[src/hw/rtl/bounded_stack_engine_top_macros.svh]
// assertion helpers shared by the stack engine front and back
`ifndef BOUNDED_STACK_ENGINE_TOP_MACROS_SVH
`define BOUNDED_STACK_ENGINE_TOP_MACROS_SVH

// check that holds only once reset is released
`define BSE_ASSERT(lbl, prop, msg) \
  lbl: assert property (@(posedge clk_i) disable iff (!rst_ni) (prop)) else $error(msg);

// check that holds on every edge, reset included
`define BSE_ASSERT_ALWAYS(lbl, prop, msg) \
  lbl: assert property (@(posedge clk_i) (prop)) else $error(msg);

`endif

[src/hw/rtl/bse_pkg.sv]
`timescale 1ns / 1ps

package bse_pkg;

  // command codes of an input item
  typedef enum logic [2:0] {
    CMD_PUSH   = 3'd0,
    CMD_POP    = 3'd1,
    CMD_PEEK   = 3'd2,
    CMD_MODIFY = 3'd3,
    CMD_DUMP   = 3'd4
  } cmd_e;

  // result status codes
  typedef enum logic [1:0] {
    ST_OK        = 2'd0,
    ST_OVERFLOW  = 2'd1,
    ST_UNDERFLOW = 2'd2,
    ST_ABSENT    = 2'd3
  } status_e;

  // work kinds handed from front to back
  typedef enum logic [1:0] {
    OP_ACK   = 2'd0,
    OP_WRITE = 2'd1,
    OP_READ  = 2'd2,
    OP_DUMP  = 2'd3
  } op_kind_e;

  typedef struct packed {
    logic [2:0]         command;
    logic signed [31:0] value;
    logic [2:0]         depth_from_top;
  } bse_in_t;

  typedef struct packed {
    logic signed [31:0] data;
    logic [1:0]         status;
    logic               last;
  } bse_out_t;

endpackage

[src/hw/rtl/bse_front.sv]
`timescale 1ns / 1ps
`include "bounded_stack_engine_top_macros.svh"

module bse_front import bse_pkg::*; #(
  parameter int unsigned DEPTH = 8,
  parameter type op_t = logic
) (
  input  logic    clk_i,
  input  logic    rst_ni,
  input  logic    in_valid_i,
  output logic    in_stall_o,
  input  bse_in_t in_item_i,
  output logic    enq_valid_o,
  input  logic    enq_stall_i,
  output op_t     enq_op_o
);

  localparam int unsigned AddrW = $clog2(DEPTH);
  localparam int unsigned CntW  = $clog2(DEPTH + 1);
  localparam int unsigned CmpW  = (CntW > 3) ? CntW : 3;

  logic [CntW-1:0] fill_q, fill_d;
  logic            accept;
  logic            known;
  logic            full, empty;
  logic [CmpW-1:0] fill_ext, depth_ext, mod_idx;
  logic [AddrW-1:0] top_addr;
  op_t             op;

  assign accept    = in_valid_i && !enq_stall_i;
  assign full      = (fill_q == CntW'(DEPTH));
  assign empty     = (fill_q == '0);
  assign fill_ext  = CmpW'(fill_q);
  assign depth_ext = CmpW'(in_item_i.depth_from_top);
  assign mod_idx   = fill_ext - CmpW'(1) - depth_ext;
  assign top_addr  = AddrW'(fill_q - CntW'(1));

  // classify the item against the current fill level
  always_comb begin
    op     = '0;
    known  = 1'b1;
    fill_d = fill_q;
    case (cmd_e'(in_item_i.command))
      CMD_PUSH: begin
        if (full) begin
          op.kind   = OP_ACK;
          op.status = ST_OVERFLOW;
        end else begin
          op.kind   = OP_WRITE;
          op.status = ST_OK;
          op.addr   = AddrW'(fill_q);
          op.value  = in_item_i.value;
          fill_d    = fill_q + CntW'(1);
        end
      end
      CMD_POP: begin
        if (empty) begin
          op.kind   = OP_ACK;
          op.status = ST_UNDERFLOW;
        end else begin
          op.kind   = OP_READ;
          op.status = ST_OK;
          op.addr   = top_addr;
          fill_d    = fill_q - CntW'(1);
        end
      end
      CMD_PEEK: begin
        if (empty) begin
          op.kind   = OP_ACK;
          op.status = ST_UNDERFLOW;
        end else begin
          op.kind   = OP_READ;
          op.status = ST_OK;
          op.addr   = top_addr;
        end
      end
      CMD_MODIFY: begin
        if (depth_ext >= fill_ext) begin
          op.kind   = OP_ACK;
          op.status = ST_ABSENT;
        end else begin
          op.kind   = OP_WRITE;
          op.status = ST_OK;
          op.addr   = AddrW'(mod_idx);
          op.value  = in_item_i.value;
        end
      end
      CMD_DUMP: begin
        // addr carries the index of the top entry, the last one dumped
        if (empty) begin
          op.kind   = OP_ACK;
          op.status = ST_UNDERFLOW;
        end else begin
          op.kind   = OP_DUMP;
          op.status = ST_OK;
          op.addr   = top_addr;
        end
      end
      default: begin
        known = 1'b0;
      end
    endcase
  end

  // fill level tracks every accepted item in order
  always_ff @(posedge clk_i or negedge rst_ni) begin
    if (!rst_ni) begin
      fill_q <= '0;
    end else if (accept) begin
      fill_q <= fill_d;
    end
  end

  assign in_stall_o  = enq_stall_i;
  assign enq_valid_o = in_valid_i && known;
  assign enq_op_o    = op;

  `BSE_ASSERT(a_fill_bound, fill_q <= CntW'(DEPTH), "fill level beyond capacity")
  `BSE_ASSERT(a_fill_step, !accept |=> fill_q == $past(fill_q), "fill moved without an item")
  `BSE_ASSERT(a_unknown_drop, accept && (in_item_i.command > CMD_DUMP) |-> !enq_valid_o,
              "unused command reached the queue")

endmodule

[src/hw/rtl/bse_queue.sv]
`timescale 1ns / 1ps

module bse_queue import bse_pkg::*; #(
  parameter type op_t = logic
) (
  input  logic clk_i,
  input  logic rst_ni,
  input  logic enq_valid_i,
  output logic enq_stall_o,
  input  op_t  enq_op_i,
  output logic deq_valid_o,
  input  logic deq_pop_i,
  output op_t  deq_op_o
);

  logic [1:0] cnt_q;
  logic       wr_ptr_q, rd_ptr_q;
  logic       push, pop;
  op_t        slot_q [2];

  assign enq_stall_o = (cnt_q == 2'd2);
  assign deq_valid_o = (cnt_q != 2'd0);
  assign push        = enq_valid_i && !enq_stall_o;
  assign pop         = deq_pop_i && deq_valid_o;
  assign deq_op_o    = slot_q[rd_ptr_q];

  // two-slot ring, pointers and occupancy
  always_ff @(posedge clk_i or negedge rst_ni) begin
    if (!rst_ni) begin
      cnt_q    <= '0;
      wr_ptr_q <= 1'b0;
      rd_ptr_q <= 1'b0;
    end else begin
      if (push) begin
        wr_ptr_q <= !wr_ptr_q;
      end
      if (pop) begin
        rd_ptr_q <= !rd_ptr_q;
      end
      if (push && !pop) begin
        cnt_q <= cnt_q + 2'd1;
      end else if (pop && !push) begin
        cnt_q <= cnt_q - 2'd1;
      end
    end
  end

  // slot storage
  always_ff @(posedge clk_i) begin
    if (push) begin
      slot_q[wr_ptr_q] <= enq_op_i;
    end
  end

endmodule

[src/hw/rtl/bse_back.sv]
`timescale 1ns / 1ps
`include "bounded_stack_engine_top_macros.svh"

module bse_back import bse_pkg::*; #(
  parameter int unsigned DEPTH = 8,
  parameter type op_t = logic
) (
  input  logic     clk_i,
  input  logic     rst_ni,
  input  logic     head_valid_i,
  output logic     head_pop_o,
  input  op_t      head_i,
  output logic     out_valid_o,
  input  logic     out_stall_i,
  output bse_out_t out_item_o
);

  localparam int unsigned AddrW = $clog2(DEPTH);

  typedef enum logic {
    S_IDLE,
    S_READ
  } state_e;

  state_e           state_q;
  logic             out_valid_q;
  bse_out_t         out_q;
  logic [AddrW-1:0] idx_q, last_idx_q;
  logic             out_free;
  logic             pop;
  logic             wr_en, rd_en;
  logic [AddrW-1:0] rd_addr;
  logic [31:0]      mem_q [DEPTH];
  logic [31:0]      rd_data_q;

  assign out_free = !out_valid_q || !out_stall_i;

  // memory port control
  always_comb begin
    pop     = 1'b0;
    wr_en   = 1'b0;
    rd_en   = 1'b0;
    rd_addr = '0;
    case (state_q)
      S_IDLE: begin
        if (head_valid_i && out_free) begin
          pop = 1'b1;
          case (head_i.kind)
            OP_WRITE: wr_en = 1'b1;
            OP_READ: begin
              rd_en   = 1'b1;
              rd_addr = head_i.addr;
            end
            OP_DUMP: begin
              rd_en   = 1'b1;
              rd_addr = '0;
            end
            default: ;
          endcase
        end
      end
      S_READ: begin
        // fetch the next dump entry while the current one goes out
        if (out_free && (idx_q != last_idx_q)) begin
          rd_en   = 1'b1;
          rd_addr = idx_q + AddrW'(1);
        end
      end
      default: ;
    endcase
  end

  // stack storage, one write or one read per cycle
  always_ff @(posedge clk_i) begin
    if (wr_en) begin
      mem_q[head_i.addr] <= head_i.value;
    end
    if (rd_en) begin
      rd_data_q <= mem_q[rd_addr];
    end
  end

  // sequencer and result register
  always_ff @(posedge clk_i or negedge rst_ni) begin
    if (!rst_ni) begin
      state_q     <= S_IDLE;
      out_valid_q <= 1'b0;
      out_q       <= '0;
      idx_q       <= '0;
      last_idx_q  <= '0;
    end else begin
      case (state_q)
        S_IDLE: begin
          if (pop) begin
            case (head_i.kind)
              OP_READ, OP_DUMP: begin
                out_valid_q <= 1'b0;
                idx_q       <= '0;
                last_idx_q  <= (head_i.kind == OP_DUMP) ? head_i.addr : '0;
                state_q     <= S_READ;
              end
              default: begin
                out_valid_q <= 1'b1;
                out_q.data   <= '0;
                out_q.status <= head_i.status;
                out_q.last   <= 1'b1;
              end
            endcase
          end else if (out_valid_q && !out_stall_i) begin
            out_valid_q <= 1'b0;
          end
        end
        S_READ: begin
          if (out_free) begin
            out_valid_q  <= 1'b1;
            out_q.data   <= rd_data_q;
            out_q.status <= ST_OK;
            out_q.last   <= (idx_q == last_idx_q);
            if (idx_q == last_idx_q) begin
              state_q <= S_IDLE;
            end else begin
              idx_q <= idx_q + AddrW'(1);
            end
          end
        end
        default: begin
          state_q <= S_IDLE;
        end
      endcase
    end
  end

  assign head_pop_o  = pop;
  assign out_valid_o = out_valid_q;
  assign out_item_o  = out_q;

  `BSE_ASSERT(a_no_pop_busy, state_q == S_READ |-> !pop, "queue popped during a read")
  `BSE_ASSERT(a_one_port, !(wr_en && rd_en), "memory written and read together")
  `BSE_ASSERT(a_read_end, state_q == S_READ && out_free && idx_q == last_idx_q |=>
              state_q == S_IDLE && out_valid_q && out_q.last, "read run ended without last")

endmodule

[src/hw/rtl/bounded_stack_engine_top.sv]
`timescale 1ns / 1ps

// Bounded LIFO stack of DEPTH signed 32-bit words with push, pop, peek, modify at a
// depth below the top, and dump from bottom to top. The front decodes each item
// against its own fill level and hands the work through a two-slot queue to the back,
// which owns the single-port word memory and the result register. The front takes
// one item per cycle while the queue has room; unused command codes are taken and
// give no result. In the back, push, modify and every error case go straight to the
// result register; pop, peek and dump first read the one memory port, a dump going
// bottom to top, and take no new item until done. No clearing pass follows reset.
module bounded_stack_engine_top import bse_pkg::*; #(
  parameter int unsigned DEPTH = 8
) (
  input  logic     clk_i,
  input  logic     rst_ni,
  input  logic     in_valid_i,
  output logic     in_stall_o,
  input  bse_in_t  in_item_i,
  output logic     out_valid_o,
  input  logic     out_stall_i,
  output bse_out_t out_item_o
);

  localparam int unsigned AddrW = $clog2(DEPTH);

  typedef struct packed {
    op_kind_e           kind;
    status_e            status;
    logic [AddrW-1:0]   addr;
    logic signed [31:0] value;
  } op_t;

  logic enq_valid, enq_stall;
  op_t  enq_op;
  logic head_valid, head_pop;
  op_t  head_op;

  bse_front #(
    .DEPTH (DEPTH),
    .op_t  (op_t)
  ) u_front (
    .clk_i       (clk_i),
    .rst_ni      (rst_ni),
    .in_valid_i  (in_valid_i),
    .in_stall_o  (in_stall_o),
    .in_item_i   (in_item_i),
    .enq_valid_o (enq_valid),
    .enq_stall_i (enq_stall),
    .enq_op_o    (enq_op)
  );

  bse_queue #(
    .op_t (op_t)
  ) u_queue (
    .clk_i       (clk_i),
    .rst_ni      (rst_ni),
    .enq_valid_i (enq_valid),
    .enq_stall_o (enq_stall),
    .enq_op_i    (enq_op),
    .deq_valid_o (head_valid),
    .deq_pop_i   (head_pop),
    .deq_op_o    (head_op)
  );

  bse_back #(
    .DEPTH (DEPTH),
    .op_t  (op_t)
  ) u_back (
    .clk_i        (clk_i),
    .rst_ni       (rst_ni),
    .head_valid_i (head_valid),
    .head_pop_o   (head_pop),
    .head_i       (head_op),
    .out_valid_o  (out_valid_o),
    .out_stall_i  (out_stall_i),
    .out_item_o   (out_item_o)
  );

endmodule
[config.mk]
export PLATFORM = sky130hd
export DESIGN_NAME = bounded_stack_engine_top
export DESIGN_NICKNAME = d
export VERILOG_FILES = /design/src/hw/rtl/bse_pkg.sv /design/src/hw/rtl/bse_front.sv /design/src/hw/rtl/bse_queue.sv /design/src/hw/rtl/bse_back.sv /design/src/hw/rtl/bounded_stack_engine_top.sv
export VERILOG_INCLUDE_DIRS = /design/src /design/src/hw/rtl
export SDC_FILE = /design/constraint.sdc
export NUM_CORES = 1
export LEC_CHECK = 0
export CORE_MARGIN = 10
export CORE_UTILIZATION = 45
export CTS_BUF_LIST = sky130_fd_sc_hd__clkbuf_4
export CTS_CLUSTER_DIAMETER = 50
export CTS_CLUSTER_SIZE = 25
export DETAILED_ROUTE_END_ITERATION = 6
export DONT_BUFFER_PORTS = 1
export PLACE_DENSITY_LB_ADDON = 0.25
export SYNTH_ARGS = -nofsm -noshare
export SYNTH_HDL_FRONTEND = slang
export SYNTH_SLANG_ARGS = --single-unit
export TNS_END_PERCENT = 5
[constraint.sdc]
create_clock -name clk_i -period 6 [get_ports clk_i]
set_clock_uncertainty 0.05 [all_clocks]
set_input_delay 0.6 -clock clk_i [delete_from_list [all_inputs] [get_ports clk_i]]
set_output_delay 0.6 -clock clk_i [all_outputs]
set_load 0.01 [all_outputs]
# After elaboration in Yosys (flattened, before gate mapping)
# Memories as Yosys holds them, arrays and structs flattened. A register that Yosys moved wholly into a read port is not among the register bits.
# Cells that the tools add are included.
# classes
add_sub_neg	6
magnitude_cmp	1
n_eq_ne	19
n_mux	51
n_bitwise	1
n_reduce_logical	30
# op_table
operator	n
2-to-1 mux 35 bit	5
case mux 35 bit (2 select lines)	1
case mux 32 bit (2 select lines)	1
2-to-1 mux 3 bit	11
case mux 7 bit (4 select lines)	1
2-to-1 mux 1 bit	20
2-to-1 mux 4 bit	4
inequality test 2 bit (second input constant)	7
case mux 3 bit (2 select lines)	2
logical AND 1 bit	9
case mux 4 bit (2 select lines)	1
AND reduction 4 bit	2
zero test 1 bit	7
equality test 2 bit (second input constant)	3
equality test 3 x 2 -> 1 bit (second input constant)	2
case mux 1 bit (2 select lines)	3
AND reduction 3 bit	2
nonzero test 2 bit	3
OR reduction 5 bit	1
adder 4 x 1 -> 4 bit (second input constant)	1
equality test 4 bit (second input constant)	1
>= comparator 3 x 4 -> 1 bit	1
zero test 4 bit	1
2-to-1 mux 2 bit	2
other kinds (16)	17
# totals
ff_bits	51
ram_bits	334
inputBits	42
out_inout_bits	37
wordCells	121
memories	2
# memory_table
memory	words	width	rd	rd_clocked_by_memory_dff	write_ports	line_no	rtl
u_back.mem_q	8	32	1	1	1	bse_back.sv:33	logic [31:0] mem_q [DEPTH];
u_queue.slot_q	2	39	1	0	1	bse_queue.sv:19	op_t slot_q [2];

# Longest topological paths before layout
# logic_depth
word_depth	9
mapped_depth	8
ltp_nobuf	7

# Cells and area by module
# A second synthesis with hierarchy kept.
# hier_totals
hier_cells	979
hier_area_um2	16957.5
# by_module_without_submodules
module	n_inst	cells_per_inst	area_each_um2	seq_area_each_um2
bse_back	1	685	12866.1	9724.3
bse_queue	1	140	3026.7	2442.3
bse_front	1	154	1064.8	100.1

# Worst setup path before layout
# OpenSTA, ideal clock, no wires.
# synth_timing
path_type	register to register
startpoint	reg u_queue.rd_ptr_q
endpoint	mem u_back.mem_q[7][0] (enable)
setup_time_ns	0.421
arrival_time_ns	2.848
required_ns	5.529
setup_slack_ns	2.681
stages_incl_launch_ff	7
n_path_buf	3
period_less_slack_ns	3.319
path_cell_list	dfrtp_1 > buf_2 > mux2_2 > clkbuf_1 > clkbuf_1 > nand2_1 > nor2_1
# synth_via
elab_chain_cells	7
# synth_rtl
element	line_no	rtl
from (decl)	bse_queue.sv:17	logic wr_ptr_q, rd_ptr_q;
from (signal assigned)	bse_queue.sv:38	rd_ptr_q <= !rd_ptr_q;
memory (2 x 39 bit) (*)	-	
equality test 2 x 1 -> 1 bit	bse_back.sv:48	case (head_i.kind)
2-to-1 mux 1 bit	bse_back.sv:48	
2-to-1 mux 1 bit	bse_back.sv:46	if (head_valid_i && out_free) begin
2-to-1 mux 1 bit	bse_back.sv:44	case (state_q)
2-to-1 mux 1 bit	bse_back.sv:75	if (wr_en) begin
2-to-1 mux 1 bit (implied by the code)	bse_back.sv:76	mem_q[head_i.addr] <= head_i.value;
to (decl)	bse_back.sv:33	
# Every way passes the cells marked *; elsewhere a longest branch is shown, timed or not.

# Worst setup path in the final report
# layout_timing
startpoint	reg u_queue.rd_ptr_q
endpoint	reg u_back.rd_data_q[12] (read register of u_back.mem_q), data pin
# layout_via
elab_chain_cells	6
word_cells_on_any_way	10
cone_classes	2 x eq/ne; 6 x mux; 1 x reduce/logical; 1 x memory
# layout_rtl
element	line_no	rtl
memory (2 x 39 bit) (*)	-	
equality test 2 bit	bse_back.sv:48	
OR reduction 2 bit (no line)	-	
2-to-1 mux 1 bit	bse_back.sv:48	
2-to-1 mux 1 bit	bse_back.sv:46	
case mux 1 bit (2 select lines)	bse_back.sv:44	
to (decl)	bse_back.sv:34	logic [31:0] rd_data_q;
# Marked as above.
# A chain may end at the register's enable or synchronous reset.

==> qor.yml <==
yosys:
  synth-edff-count: 366
  syn-num-nets: 1243
  syn_area_sq_mm: 0.0174
  synthCells: 1192
  yosysSeqAreaShare: 0.703
  synth_top_flop_cell: "edfxtp_1"
  synth-seq-cells: 417
  synth_top_area_share: 0.630
  async_flop_share: 0.122
  yosys-top-cells-area: "edfxtp_1, dfrtp_1, a2111oi_0"
  synth.avg_cell_area_sq_um: 14.6
  synth.distinct_cells: 57
  yosys.area.top_type: "edfxtp_1"
  yosys_warnings: 0
flow_run:
  maxCapViolations: 0
finish:
  syn_to_final_growth_pct: 7.08
  drive_gt1_frac: 0.130
  fin_util: 0.486
  layout.nets: 1206
timing:
  max_slew_margin: 0.220
  rsz0062_at_grt: "false"
  min_period_ns: 3.74
  tightestPinTransition_ns: 1.17
  tns_ns: 0
  hold_viol: 0
  whs_ns: 0.0665
  period_share: 0.623
  final_max_slew_viol_count: 0
  max_freq_mhz: 268
  finalSetupViolCount: 0
global_route:
  grt_pass1_vias: 9831
  grt_pass1_wl_um: 61500
  grt_overflow: 0
  antenna_found_initial: 17
  grt_start_max_net_pins: 81
  track_usage: 0.167
clock_tree:
  h-tree-depth: 2
  cts_tree: "built"
  ctsLongestPathBuffers: 3
  cts_buffers: 38
  cts_num_sinks: 417
  path_clk_slew_ns: 0.20
  cts_setup_buffers: 0
  clockRootBuffer: "clkbuf_4"
  clock_latency_ns: 0.74
worst_setup_path:
  cpMaxStageDelayCell: "a21o_2"
  crit_path_end_kind: "register"
  startpoint: "u_queue.rd_ptr_q$_DFFE_PN0P_"
  cp_max_fo: 52
  r2r_setup_slack_ns: 2.26
  r2r-start: "u_queue.rd_ptr_q$_DFFE_PN0P_"
  ff2ff_path_depth: 7
  path_cells: "buf_4, mux2_4, nor4_4, a21o_2, buf_4, a2111oi_0, nor4_1"
  cp_data_arrival_time_ns: 4.24
  timing.critical_path.required_ns: 6.51
  crit_type: "register to register"
  crit_path_start_kind: "register"
  timing.rr.end: "u_back.rd_data_q[12]$_DFFE_PP_"
  crit_top_cell: "buf_4"
  cpPeakStageDelay_ns: 0.73
  cp-endpoint: "u_back.rd_data_q[12]$_DFFE_PP_"
power:
  power_mw: 8.80
  peakVddDrop_v: 0.000385
  p_per_area_mw_per_mm2: 471
  leakagePower_nw: 6.34
drt:
  drt_iter0_markers: 1015
  routed_wl_um: 40300
  detail_route.vias_per_cell: 5.89
  first_pass_iters: 5
  dr_total_vias: 10100
  wire_per_inst_um: 23.5
  drc: 0
  antenna_left: 0
die:
  io_pins: 79
  die-height_um: 217
  initial_core_util: 0.454
  die_area_sq_mm: 0.0471
  rows: 72
  core_area_sq_mm: 0.0385
  fp.dieW_um: 217
outcome:
  status: "complete, no violations"
place:
  hpwl_um: 22300
  port_buffers: 0
  gp_congestion: 0.764
min_path:
  hold_path_class: "input pin to register"
how the worst min path moves through the flow:
stage                                      end  slack, ns          start  cells after the start
2_1_floorplan      u_back.idx_q[0]$_DFFE_PN0P_       0.25         rst_ni                      0
3_3_place_gp   u_front.fill_ext[2]$_DFFE_PN0P_       0.26         rst_ni                      0
3_5_place_dp   u_front.fill_ext[2]$_DFFE_PN0P_       0.26         rst_ni                      0
4_1_cts        u_queue.slot_q[1][11]$_DFFE_PP_      0.002  in_item_i[14]                      1
5_1_grt        u_queue.slot_q[1][11]$_DFFE_PP_      0.002  in_item_i[14]                      1
6_report       u_queue.slot_q[1][11]$_DFFE_PP_       0.07  in_item_i[14]                      1
final cells by class:
type / instances / area, sq um
tap: 518 / 648
clock buffer: 43 / 323
timing repair buffer: 30 / 260
fill: 3257 / 19800
multi-input combinational: 524 / 4240
inverter: 144 / 541
clock inverter: 27 / 373
sequential: 417 / 12300
antenna: 13 / 32.5
cells by family after synthesis:
| logic type | synth area share |
|---|---|
| compound gates | 0.168 |
| simple gates | 0.0272 |
| flops | 0.703 |
| mux | 0.0283 |
| fa+ha+maj | 0.00746 |
| xor+xnor | 0.00853 |
| buf+inv | 0.0572 |
Yosys cell counts, types with 3 or more instances:
cell type,n
ha_1,8
buf_4,6
a211oi_1,129
a2111oi_0,128
o21ai_0,7
mux2_2,36
a31oi_1,3
inv_1,143
nor2_1,17
buf_2,27
xor2_1,5
buf_1,7
o31ai_1,5
and2_1,3
edfxtp_1,366
nand2b_1,3
mux2i_1,6
a21boi_0,10
a22o_1,35
xnor2_1,12
nand2_1,20
a21boi_1,22
a21oi_1,3
nor4_1,32
o21ai_1,3
nand3_1,3
a21o_1,5
clkbuf_1,67
dfrtp_1,51
critical path: cells and delay by family, from the launching register on:
| kind | cells | cell delay (ns) |
|---|---|---|
| mux | 1 | 0.37 |
| compound gates | 2 | 0.93 |
| flops | 1 | 0.37 |
| simple gates | 2 | 0.75 |
| buf+inv | 2 | 1.04 |
flip-flops by register name, indices dropped and copies added (netlist names):
signal / cells
u_back.mem_q: 256
u_queue.slot_q: 78
u_back.out_item_o: 35
u_back.rd_data_q: 32
u_front.fill_ext: 4
u_back.idx_q: 3
u_back.last_idx_q: 3
u_queue.cnt_q: 2
u_back.out_valid_o: 1
u_back.state_q: 1
u_queue.rd_ptr_q: 1
u_queue.wr_ptr_q: 1
per-stage QoR:
stage          worst slack (ns)  std cells  instance area (sq um)
6_report                   2.26       1716                  18700
5_1_grt                    1.95       1708                  18700
4_1_cts                    2.23       1703                  18700
3_5_place_dp               2.27       1626                  17900
3_3_place_gp               2.33       1626                  17900
2_1_floorplan              2.68       1192                  17400
power by group:
group / total (mW) / leakage (nW) / switching (mW) / internal [mW]
clock: 1.66 / 0.378 / 1.03 / 0.633
combinational: 2.88 / 1.98 / 2.03 / 0.849
sequential: 4.26 / 3.97 / 0.322 / 3.94
total: 8.80 / 6.34 / 3.38 / 5.42
routing by layer:
metal | part of all wire | wire length, um | up-vias | GRT usage
met1 | 0.45 | 18100 | 5018 | 0.233
met4 | 0.019 | 750 | 8 | 0.0440
met5 | 0.0012 | 48 | - | 0
met2 | 0.46 | 18400 | 330 | 0.257
li1 | - | - | 4697 | -
met3 | 0.073 | 2960 | 58 | 0.0408
layout by cell type, fill, tap and decap left out, types with 6 or more instances in the layout:
master,instances
edfxtp_1,366
inv_1,142
a211oi_1,129
a2111oi_0,128
dfrtp_1,50
clkbuf_4,43
mux2_2,35
a22o_1,34
nor4_1,32
buf_4,23
a21boi_1,22
nand2_1,20
diode_2,13
xnor2_1,12
a21boi_0,10
nor2_1,8
nor2_2,8
ha_1,8
o21ai_0,7
mux2i_1,6
inv_6,6
dlygate4sd3_1,6
timing repair:
action | in CTS | in global routing
hold buffers | 7 | 0
gates resized for setup | 0 | 0
setup endpoints to repair | 0 | 0
hold endpoints to repair | 60 | 0
Note: power is estimated with default switching activity, not from simulation.
